$ cat config.mk
export PLATFORM = sky130hd
export DESIGN_NAME = radio_frame_nibble_builder_top
export DESIGN_NICKNAME = d
export VERILOG_FILES = /design/src/design/rfnb_pkg.sv /design/src/design/rfnb_frame.sv /design/src/design/rfnb_serial.sv /design/src/design/radio_frame_nibble_builder_top.sv
export SDC_FILE = /design/constraint.sdc
export NUM_CORES = 1
export LEC_CHECK = 0
export BUFFER_PORTS_ARGS = -buffer_cell sky130_fd_sc_hd__buf_2
export CORE_ASPECT_RATIO = 0.8
export CORE_MARGIN = 2
export CORE_UTILIZATION = 55
export DETAILED_ROUTE_END_ITERATION = 6
export PLACE_DENSITY = 0.74
export SLEW_MARGIN = 20
export SYNTH_ARGS = -nofsm -noshare
export SYNTH_HDL_FRONTEND = slang
export SYNTH_SLANG_ARGS = --single-unit
$ cat constraint.sdc
create_clock -name i_clk -period 8 [get_ports i_clk]
set_input_delay 0.8 -clock i_clk [delete_from_list [all_inputs] [get_ports i_clk]]
set_output_delay 0.8 -clock i_clk [all_outputs]
set_load 0.02 [all_outputs]
$ cat src/design/rfnb_pkg.sv
// shared types, constants and crc helper for the radio frame nybble builder
package rfnb_pkg;

    localparam int JOB_DEPTH = 6;
    localparam int IDX_W     = $clog2(JOB_DEPTH);
    localparam int CNT_W     = $clog2(JOB_DEPTH + 1);

    localparam logic [15:0] CRC_INIT    = 16'hFFFF;
    localparam logic [15:0] CRC_POLY    = 16'h8408;
    localparam logic [7:0]  COUNT_EXTRA = 8'd3;

    typedef enum logic {
        FUNC_START = 1'b0,
        FUNC_BYTE  = 1'b1
    } t_func;

    typedef enum logic [1:0] {
        ST_OK       = 2'd0,
        ST_TOO_LONG = 2'd1,
        ST_NO_FRAME = 2'd2
    } t_status;

    // results caused by one input item
    typedef struct packed {
        logic [JOB_DEPTH-1:0][3:0] nyb;
        logic [CNT_W-1:0]          cnt;
        t_status                   status;
        logic                      fend;
    } t_job;

    // reflected crc-ccitt, one byte
    function automatic logic [15:0] crc_feed(input logic [15:0] crc, input logic [7:0] b);
        logic [15:0] c;
        c = crc ^ {8'h00, b};
        for (int i = 0; i < 8; i++) begin
            if (c[0]) begin
                c = (c >> 1) ^ CRC_POLY;
            end else begin
                c = c >> 1;
            end
        end
        return c;
    endfunction

endpackage

$ cat src/design/rfnb_frame.sv
// frame state, crc update and per-item result list builder
module rfnb_frame
    import rfnb_pkg::*;
#(
    parameter int MAX_PAYLOAD = 27
) (
    input  logic       i_clk,
    input  logic       i_rst_n,
    input  logic       i_take,
    input  t_func      i_func,
    input  logic [7:0] i_value,
    output t_job       o_job
);

    localparam int BL_W = $clog2(MAX_PAYLOAD + 1);

    logic [15:0]     r_crc, n_crc;
    logic [BL_W-1:0] r_bytes_left, n_bytes_left;
    logic            r_open, n_open;

    logic [7:0]  count;
    logic [7:0]  byte_sel;
    logic [15:0] crc_in;
    logic [15:0] crc_new;
    logic [15:0] fcs;

    assign count    = i_value + COUNT_EXTRA;
    assign byte_sel = (i_func == FUNC_START) ? count : i_value;
    assign crc_in   = (i_func == FUNC_START) ? CRC_INIT : r_crc;
    assign crc_new  = crc_feed(crc_in, byte_sel);
    assign fcs      = ~crc_new;

    always_comb begin
        o_job        = '0;
        o_job.status = ST_OK;
        n_crc        = r_crc;
        n_bytes_left = r_bytes_left;
        n_open       = r_open;
        case (i_func)
            FUNC_START: begin
                if (i_value > 8'(MAX_PAYLOAD)) begin
                    o_job.cnt    = CNT_W'(1);
                    o_job.status = ST_TOO_LONG;
                end else begin
                    n_crc        = crc_new;
                    n_bytes_left = i_value[BL_W-1:0];
                    n_open       = 1'b1;
                end
            end
            FUNC_BYTE: begin
                if (!r_open) begin
                    o_job.cnt    = CNT_W'(1);
                    o_job.status = ST_NO_FRAME;
                end else begin
                    n_crc        = crc_new;
                    n_bytes_left = r_bytes_left - BL_W'(1);
                end
            end
            default: ;
        endcase
        if (o_job.status == ST_OK) begin
            o_job.nyb[0] = byte_sel[7:4];
            o_job.nyb[1] = byte_sel[3:0];
            o_job.cnt    = CNT_W'(2);
            // payload done: append complemented crc, low byte first
            if (n_bytes_left == '0) begin
                o_job.nyb[2] = fcs[7:4];
                o_job.nyb[3] = fcs[3:0];
                o_job.nyb[4] = fcs[15:12];
                o_job.nyb[5] = fcs[11:8];
                o_job.cnt    = CNT_W'(JOB_DEPTH);
                o_job.fend   = 1'b1;
                n_crc        = CRC_INIT;
                n_open       = 1'b0;
            end
        end
    end

    always_ff @(posedge i_clk) begin
        if (!i_rst_n) begin
            r_crc        <= CRC_INIT;
            r_bytes_left <= '0;
            r_open       <= 1'b0;
        end else if (i_take) begin
            r_crc        <= n_crc;
            r_bytes_left <= n_bytes_left;
            r_open       <= n_open;
        end
    end

endmodule

$ cat src/design/rfnb_serial.sv
// result list register and output register that sends one nybble per cycle while m_axis_tready is high
module rfnb_serial
    import rfnb_pkg::*;
(
    input  logic       i_clk,
    input  logic       i_rst_n,
    input  logic       i_job_valid,
    input  t_job       i_job,
    output logic       o_job_ready,
    output logic       m_axis_tvalid,
    input  logic       m_axis_tready,
    output logic [7:0] m_axis_tdata,
    output logic       m_axis_tlast,
    output logic       m_axis_tuser
);

    t_job             r_job;
    logic             r_job_valid;
    logic [IDX_W-1:0] r_idx;
    logic             r_out_valid;
    logic [3:0]       r_out_nyb;
    t_status          r_out_status;
    logic             r_out_last;
    logic             r_out_fend;

    logic move;
    logic at_end;
    logic take_job;

    assign move        = r_job_valid && (!r_out_valid || m_axis_tready);
    assign at_end      = (CNT_W'(r_idx) == r_job.cnt - CNT_W'(1));
    assign o_job_ready = !r_job_valid || (move && at_end);
    assign take_job    = i_job_valid && o_job_ready;

    always_ff @(posedge i_clk) begin
        if (!i_rst_n) begin
            r_job_valid <= 1'b0;
            r_idx       <= '0;
        end else if (take_job) begin
            r_job_valid <= 1'b1;
            r_idx       <= '0;
        end else if (move) begin
            if (at_end) begin
                r_job_valid <= 1'b0;
            end else begin
                r_idx <= r_idx + IDX_W'(1);
            end
        end
    end

    always_ff @(posedge i_clk) begin
        if (take_job) begin
            r_job <= i_job;
        end
    end

    always_ff @(posedge i_clk) begin
        if (!i_rst_n) begin
            r_out_valid <= 1'b0;
        end else if (move) begin
            r_out_valid <= 1'b1;
        end else if (m_axis_tready) begin
            r_out_valid <= 1'b0;
        end
    end

    always_ff @(posedge i_clk) begin
        if (move) begin
            r_out_nyb    <= r_job.nyb[r_idx];
            r_out_status <= r_job.status;
            r_out_last   <= at_end;
            r_out_fend   <= at_end && r_job.fend;
        end
    end

    assign m_axis_tvalid = r_out_valid;
    assign m_axis_tdata  = {2'b00, r_out_status, r_out_nyb};
    assign m_axis_tlast  = r_out_last;
    assign m_axis_tuser  = r_out_fend;

endmodule

$ cat src/design/radio_frame_nibble_builder_top.sv
// top level of the radio frame nybble builder
//
// input channel (s_axis): one transaction per item; tuser selects the item
// kind (0 start a frame with the payload length in tdata, 1 payload byte).
// output channel (m_axis): one transaction per nybble; tdata carries the
// nybble and a status code, tlast marks the final nybble caused by one input
// item, tuser marks the final crc nybble of a frame.
// a start emits the count byte (length plus 3) as two nybbles; each payload
// byte emits two nybbles, high first; after the last byte the complemented
// crc follows as four more nybbles. a rejected item yields a single nybble
// with a nonzero status.
// throughput: one nybble per cycle while m_axis_tready stays high; the
// output register sets that pace. an input register, a result list
// register and the output register are chained, so the next item is
// taken while earlier nybbles still drain. reset clears all valid flags
// and the frame state (crc back to all ones, no frame open). a stall on
// m_axis holds the output and backs up through the stages until
// s_axis_tready drops.
module radio_frame_nibble_builder_top
    import rfnb_pkg::*;
#(
    parameter int MAX_PAYLOAD = 27
) (
    input  logic       i_clk,
    input  logic       i_rst_n,
    input  logic       s_axis_tvalid,
    output logic       s_axis_tready,
    input  logic [7:0] s_axis_tdata,   // [7:0] value
    input  logic       s_axis_tuser,   // [0] func
    output logic       m_axis_tvalid,
    input  logic       m_axis_tready,
    output logic [7:0] m_axis_tdata,   // [3:0] nybble, [5:4] status, [7:6] zero
    output logic       m_axis_tlast,
    output logic       m_axis_tuser    // [0] frame_end
);

    // input register
    logic       r_in_valid;
    t_func      r_in_func;
    logic [7:0] r_in_value;

    logic job_ready;
    logic take;
    t_job job;

    assign take          = r_in_valid && job_ready;
    assign s_axis_tready = !r_in_valid || job_ready;

    always_ff @(posedge i_clk) begin
        if (!i_rst_n) begin
            r_in_valid <= 1'b0;
        end else if (s_axis_tvalid && s_axis_tready) begin
            r_in_valid <= 1'b1;
        end else if (take) begin
            r_in_valid <= 1'b0;
        end
    end

    always_ff @(posedge i_clk) begin
        if (s_axis_tvalid && s_axis_tready) begin
            r_in_func  <= t_func'(s_axis_tuser);
            r_in_value <= s_axis_tdata;
        end
    end

    // frame state and crc; builds the nybble list for one item
    rfnb_frame #(
        .MAX_PAYLOAD(MAX_PAYLOAD)
    ) u_frame (
        .i_clk   (i_clk),
        .i_rst_n (i_rst_n),
        .i_take  (take),
        .i_func  (r_in_func),
        .i_value (r_in_value),
        .o_job   (job)
    );

    // drains the list one nybble per cycle while m_axis_tready is high
    rfnb_serial u_serial (
        .i_clk         (i_clk),
        .i_rst_n       (i_rst_n),
        .i_job_valid   (r_in_valid),
        .i_job         (job),
        .o_job_ready   (job_ready),
        .m_axis_tvalid (m_axis_tvalid),
        .m_axis_tready (m_axis_tready),
        .m_axis_tdata  (m_axis_tdata),
        .m_axis_tlast  (m_axis_tlast),
        .m_axis_tuser  (m_axis_tuser)
    );

`ifndef SYNTHESIS
    // frame end only on the closing nybble of an item
    a_fend_last: assert property (@(posedge i_clk) disable iff (!i_rst_n)
        m_axis_tvalid && m_axis_tuser |-> m_axis_tlast)
        else $error("frame end without last");

    // a rejected item is a single nybble
    a_err_last: assert property (@(posedge i_clk) disable iff (!i_rst_n)
        m_axis_tvalid && (m_axis_tdata[5:4] != ST_OK) |-> m_axis_tlast && !m_axis_tuser)
        else $error("error result not single");

    // a held input item is not dropped before it moves on
    a_in_hold: assert property (@(posedge i_clk) disable iff (!i_rst_n)
        r_in_valid && !job_ready |=> r_in_valid)
        else $error("input item lost");

    // output empty right after reset
    a_rst_empty: assert property (@(posedge i_clk)
        !i_rst_n |=> !m_axis_tvalid)
        else $error("output valid after reset");
`endif

endmodule
# After elaboration in Yosys (flattened, before gate mapping)
# Index checks and enable logic that the tools add are counted.
# classes
add_sub_neg	4
n_lt_le_gt_ge	2
n_eq_ne	1
mux	37
bitwise	13
n_reduce_logical	21
# ops
cell	count
$mux 16	13
$pmux 16 s2	1
$not 2->3	8
$pmux 5 s2	2
$not 16->16	1
$xor 16x8->16	1
$bmux 4 s3	1
$mux 1	12
$mux 3	4
$mux 5	2
$add 8x2->8 const B	1
$gt 8x5->1 const B	1
$mux 8	1
$reduce_bool 2->1	4
$reduce_and 2->1	3
$logic_and 1x1->1	5
$logic_not 5->1	1
$sub 5x1->5 const B	1
$lt 3x4->1 const B	1
$mux 4	1
$add 3x1->3 const B	1
$eq 3x3->1	1
$logic_not 1->1	3
$logic_or 1x1->1	3
4 further kinds	6
# word_totals
register_bits	75
in_bits	13
output_inout_bits	12

# Depth between registers and ports, before layout
# depth
depth_word	23
ltp_mapped	10
depth_no_buf	8

# Modules after synthesis
# Synthesis repeated with hierarchy kept, for this count alone.
# unflattened
hier_cells	313
area_unflattened_um2	3673.5
# by_module_without_submodules
module	instances	cells_per_inst	area_per_inst_um2	seq_area_each_um2
rfnb_serial	1	93	1711.6	1241.2
rfnb_frame	1	205	1626.6	440.4
radio_frame_nibble_builder_top	1	15	335.3	290.3

# Worst setup path after synthesis
# Ideal clock, no wire load.
# synth_path
kind	register to register
startpoint	register u_serial.r_idx[2]
endpoint	register u_serial.r_job[10] (netlist name), enable pin
arrival_ns	2.469
required_ns	7.616
setup_slack_ns	5.148
stages_incl_launch_ff	7
path_buffers	2
period_less_slack_ns	2.852
path_cell_list	dfxtp_1 -> clkbuf_1 -> xor3_1 -> o41a_1 -> nand2b_1 -> clkbuf_1 -> inv_1
# synth_between
elab_chain_len	4
# synth_lines
item	line	rtl
from (decl)	rfnb_serial.sv:19	logic [IDX_W-1:0] r_idx;
from (signal assigned)	rfnb_serial.sv:46	r_idx <= r_idx + IDX_W'(1);
$eq 3x3->1	rfnb_serial.sv:31	assign at_end = (CNT_W'(r_idx) == r_job.cnt - CNT_W'(1));
$logic_and 1x1->1	rfnb_serial.sv:32	assign o_job_ready = !r_job_valid || (move && at_end);
$logic_or 1x1->1	rfnb_serial.sv:32	
$logic_and 1x1->1	n/a	
named net take	radio_frame_nibble_builder_top.sv:43	logic take;
to (signal assigned)	rfnb_serial.sv:53	r_job <= i_job;
to (decl)	rfnb_serial.sv:17	t_job r_job;
# The timed path passes the listed nets, and every way through them passes these cells.
# A chain may end at the register's enable or synchronous reset.

# Worst setup path in the final report
# layout_path
startpoint	register u_serial.r_job[3] (netlist name)
endpoint	register u_serial.r_job[23] (netlist name), enable pin
# layout_between
elab_chain_len	5
# layout_lines
item	line
$sub 3x1->3	rfnb_serial.sv:31
$eq 3x3->1	rfnb_serial.sv:31
$logic_and 1x1->1	rfnb_serial.sv:32
$logic_or 1x1->1	rfnb_serial.sv:32
$logic_and 1x1->1	n/a
named net take	radio_frame_nibble_builder_top.sv:43
# The timed path passes the listed nets, and every way through them passes these cells.

==> flow_summary_export.csv <==
group,metric,value,unit
timing,period_share,39.5,%
place,hpwl,4460,um
yosys,synthFlopType,"edfxtp_1",
clock_network,clock_path_buffers,2,
yosys,syn-instance-count,323,
power_and_ir_drop,p_leak,1.41,nW
critical_path,rrSetupSlack,4.84,ns
place,gp_congestion,0.844,
die,core-area,0.00638,sq mm
power_and_ir_drop,powerDensity,196,mW/mm^2
drt,ant_nets,0,
timing,max_slew.worst_pin.slew,0.988,ns
status,outcome,"finished clean",
timing,rsz0062_at_grt,"false",
grt,grt_max_degree,36,
finish,fin_util,61.4,%
grt,grt_usage,19.2,%
critical_path,critPathCaptureType,"flop",
timing,max_slew_margin,34.1,%
critical_path,worstSetupStartpointType,"flop",
die,die_w,94.7,um
critical_path,critPathMostFrequentCell,"inv_1",
finish,antenna_cells,0,
finish,final_common_cell,"edfxtp_1",
grt,antenna_found_initial,0,
grt,grt.overflow.total,0,
critical_path,r2r_start,"u_serial.r_job[3]$_SDFFCE_PP0P_",
finish,stdcell_count,427,
yosys,ys_ff_latch,74,
min_path,holdPathStages,0,
die,die_height,76.6,um
power_and_ir_drop,peakVddDrop,0.000100,V
grt,grt_pass1_vias,2050,
critical_path,cp_num_buf_inv,2,
critical_path,worstPathArrival,3.12,ns
timing,setup_violations,0,
min_path,whs_endpoint,"u_serial.r_out_status[0]$_DFFE_PP_",
yosys,synth_cell_types,49,
critical_path,cpLargestDelayFamily,"buffers and inverters",
critical_path,worstPathCellList,"inv_1 -> ha_1 -> xor3_1 -> o41a_1 -> nand2b_1 -> inv_1",
place,dp.cells,410,
die,initial_core_util,56.8,%
critical_path,worstSetupPathType,"flop to flop",
place,pre_cts_ws,4.82,ns
drt,drt-pass1-iter-count,5,
critical_path,cp_slowest_cell,"inv_1",
place,port_buffers,22,
yosys,ys_async_sr_fraction,0,%
timing,setup_ws,4.84,ns
min_path,min_path_type,"flop to flop",
timing,hold_viol_final,0,
clock_network,tritoncts,"yes",
yosys,syn_area_per_cell,11.2,sq um
die,ios,25,
critical_path,worstPathRequired,7.97,ns
finish,drive_gt1_share,15.5,%
clock_network,clock_latency,0.34,ns
critical_path,cpPeakStageDelay,0.85,ns
drt,routedWlPerCell,14.8,um
clock_network,cts_root_buf,"clkbuf_8",
drt,drc,0,
yosys,yosysSeqAreaShare,53.6,%
clock_network,post_cts_buffers,0,
timing,tns,0,ns
yosys,synth_edf_count,46,
drt,vias,2252,
finish,final_nets,355,
timing,report.final.slew_viol_count,0,
finish,layout_common_cells,"edfxtp_1, nor2_1, dfxtp_1, xnor2_1, buf_2",
timing,skew,0.00845,ns
clock_network,cts_hold_buf,0,
die,design.die.area,0.00725,sq mm
clock_network,cts_sinks,74,
clock_network,htree_levels,3,
die,placement_rows,26,
critical_path,reg2reg_depth,6,
clock_network,cts.clk_slew.worst_paths,0.08,ns
drt,wl,6320,um
min_path,min_from,"u_serial.r_job[1]$_DFFE_PP_",
timing,min_period,3.16,ns
clock_network,cts.repair.resized,0,
drt,drt_iter0_drc,135,
finish,syn_to_final_growth,8.09,%
grt,grt_pass1_wl,10500,um
yosys,syn_area,0.00362,sq mm
job,cap_viol_max_count,0,
yosys,yosysWarnings,0,
timing,timing.fmax,317,MHz
clock_network,cts_buffers,9,
drt,viasPerCell,5.27,
critical_path,crit_fanout,29,
critical_path,rr_endpoint,"u_serial.r_job[23]$_SDFFCE_PN0P_",
stage by stage:
step | cell area [sq um] | hold slack (ns) | power (mW)
CTS | 3890 | 0.429 | 0.773
detailed placement | 3730 | 0.417 | 0.533
global placement | 3730 | 0.405 | 0.533
finish | 3910 | 0.428 | 0.767
floorplan | 3620 | 0.400 | 0.510
global route | 3910 | 0.445 | 0.800
where the power goes:
part,switching [mW],total (mW),internal [mW]
Combinational,0.0554,0.0918,0.0363
Clock,0.133,0.241,0.108
Sequential,0.0129,0.434,0.422
routing by layer:
metal | GRT usage [%] | vias to the layer above | share of wire [%]
li1 | - | 1156 | -
met1 | 30.2 | 1037 | 52
met2 | 25.2 | 53 | 43
met3 | 6.33 | 6 | 4.5
met4 | 4.93 | 0 | 0.89
met5 | 0 | - | 0
sequential cells by signal, summed over array words and instances, names as in the netlist:
register and count:
r_in_func 1, u_frame.r_crc 16, u_frame.r_bytes_left 5, u_serial.r_idx 3
u_serial.r_out_status 2, u_serial.m_axis_tuser 1, u_serial.m_axis_tvalid 1, u_frame.r_open 1
r_in_value 8, u_serial.m_axis_tlast 1, u_serial.r_job_valid 1, r_in_valid 1
u_serial.r_job 29, u_serial.r_out_nyb 4
Yosys cell counts (2+ instances only):
cell | number | share of area, %
xor2_1 | 11 | 2.7
nor2b_1 | 16 | 2.8
and2_1 | 8 | 1.4
inv_1 | 16 | 1.7
buf_4 | 2 | 0.41
mux4_2 | 4 | 2.5
o22ai_1 | 4 | 0.69
a211oi_1 | 2 | 0.41
nor2_1 | 32 | 3.3
nand2_1 | 18 | 1.9
xnor2_1 | 26 | 6.3
buf_6 | 2 | 0.62
o22a_1 | 7 | 1.7
nand2b_1 | 9 | 1.6
clkbuf_1 | 10 | 1.0
and3_1 | 4 | 0.69
a31oi_1 | 3 | 0.52
a21oi_2 | 8 | 1.9
buf_2 | 6 | 0.83
mux2i_1 | 11 | 3.0
edfxtp_1 | 46 | 38
dfxtp_1 | 28 | 15
ha_1 | 4 | 1.4
o21ai_0 | 8 | 1.1
nand4_1 | 3 | 0.52
nor3_1 | 3 | 0.41
a21oi_1 | 8 | 1.1
o21a_1 | 3 | 0.62
worst max-delay path by stage:
| stage | start | slack [ns] | end | depth (start not counted) |
|---|---|---|---|---|
| floorplan | u_serial.r_idx[2]$_SDFFE_PP0P_ | 5.15 | u_serial.r_job[10]$_SDFFCE_PN0P_ | 6 |
| global placement | r_in_func$_DFFE_PP_ | 4.86 | u_frame.r_crc[12]$_SDFFE_PN1P_ | 6 |
| detailed placement | u_serial.r_job[3]$_SDFFCE_PP0P_ | 4.82 | u_frame.r_crc[15]$_SDFFE_PN1P_ | 8 |
| CTS | u_serial.r_job[3]$_SDFFCE_PP0P_ | 4.81 | u_frame.r_crc[15]$_SDFFE_PN1P_ | 8 |
| global route | u_serial.r_job[3]$_SDFFCE_PP0P_ | 4.58 | u_serial.r_job[25]$_SDFFCE_PN0P_ | 6 |
| finish | u_serial.r_job[3]$_SDFFCE_PP0P_ | 4.84 | u_serial.r_job[23]$_SDFFCE_PN0P_ | 6 |
logic make-up after synthesis:
kind of cell | count (synthesis) | synth area share [%]
AO/OA/AOI/OAI | 51 | 10.1
XOR/XNOR | 38 | 9.61
adder cells (fa/ha/maj) | 4 | 1.38
buffers and inverters | 36 | 4.56
flip-flops | 74 | 53.6
multiplexers | 15 | 5.53
other | 1 | 0.104
AND/OR/NAND/NOR | 104 | 15.1
worst register-to-register path: cells and delay by family, from the launching register on:
family,cells,cell delay (ns)
fa+ha+maj,1,0.23
compound gates,1,0.46
xor+xnor,1,0.38
buf+inv,2,0.92
simple gates,1,0.42
flops,1,0.37
area by class of cell:
cell class | count | area [sq um]
sequential | 74 | 1940
clock inverter | 7 | 36.3
inverter | 16 | 60.1
multi-input combinational | 214 | 1520
fill | 549 | 2460
clock buffer | 9 | 124
tap | 84 | 105
timing repair buffer | 23 | 125
(Power assumes the default switching activity.)
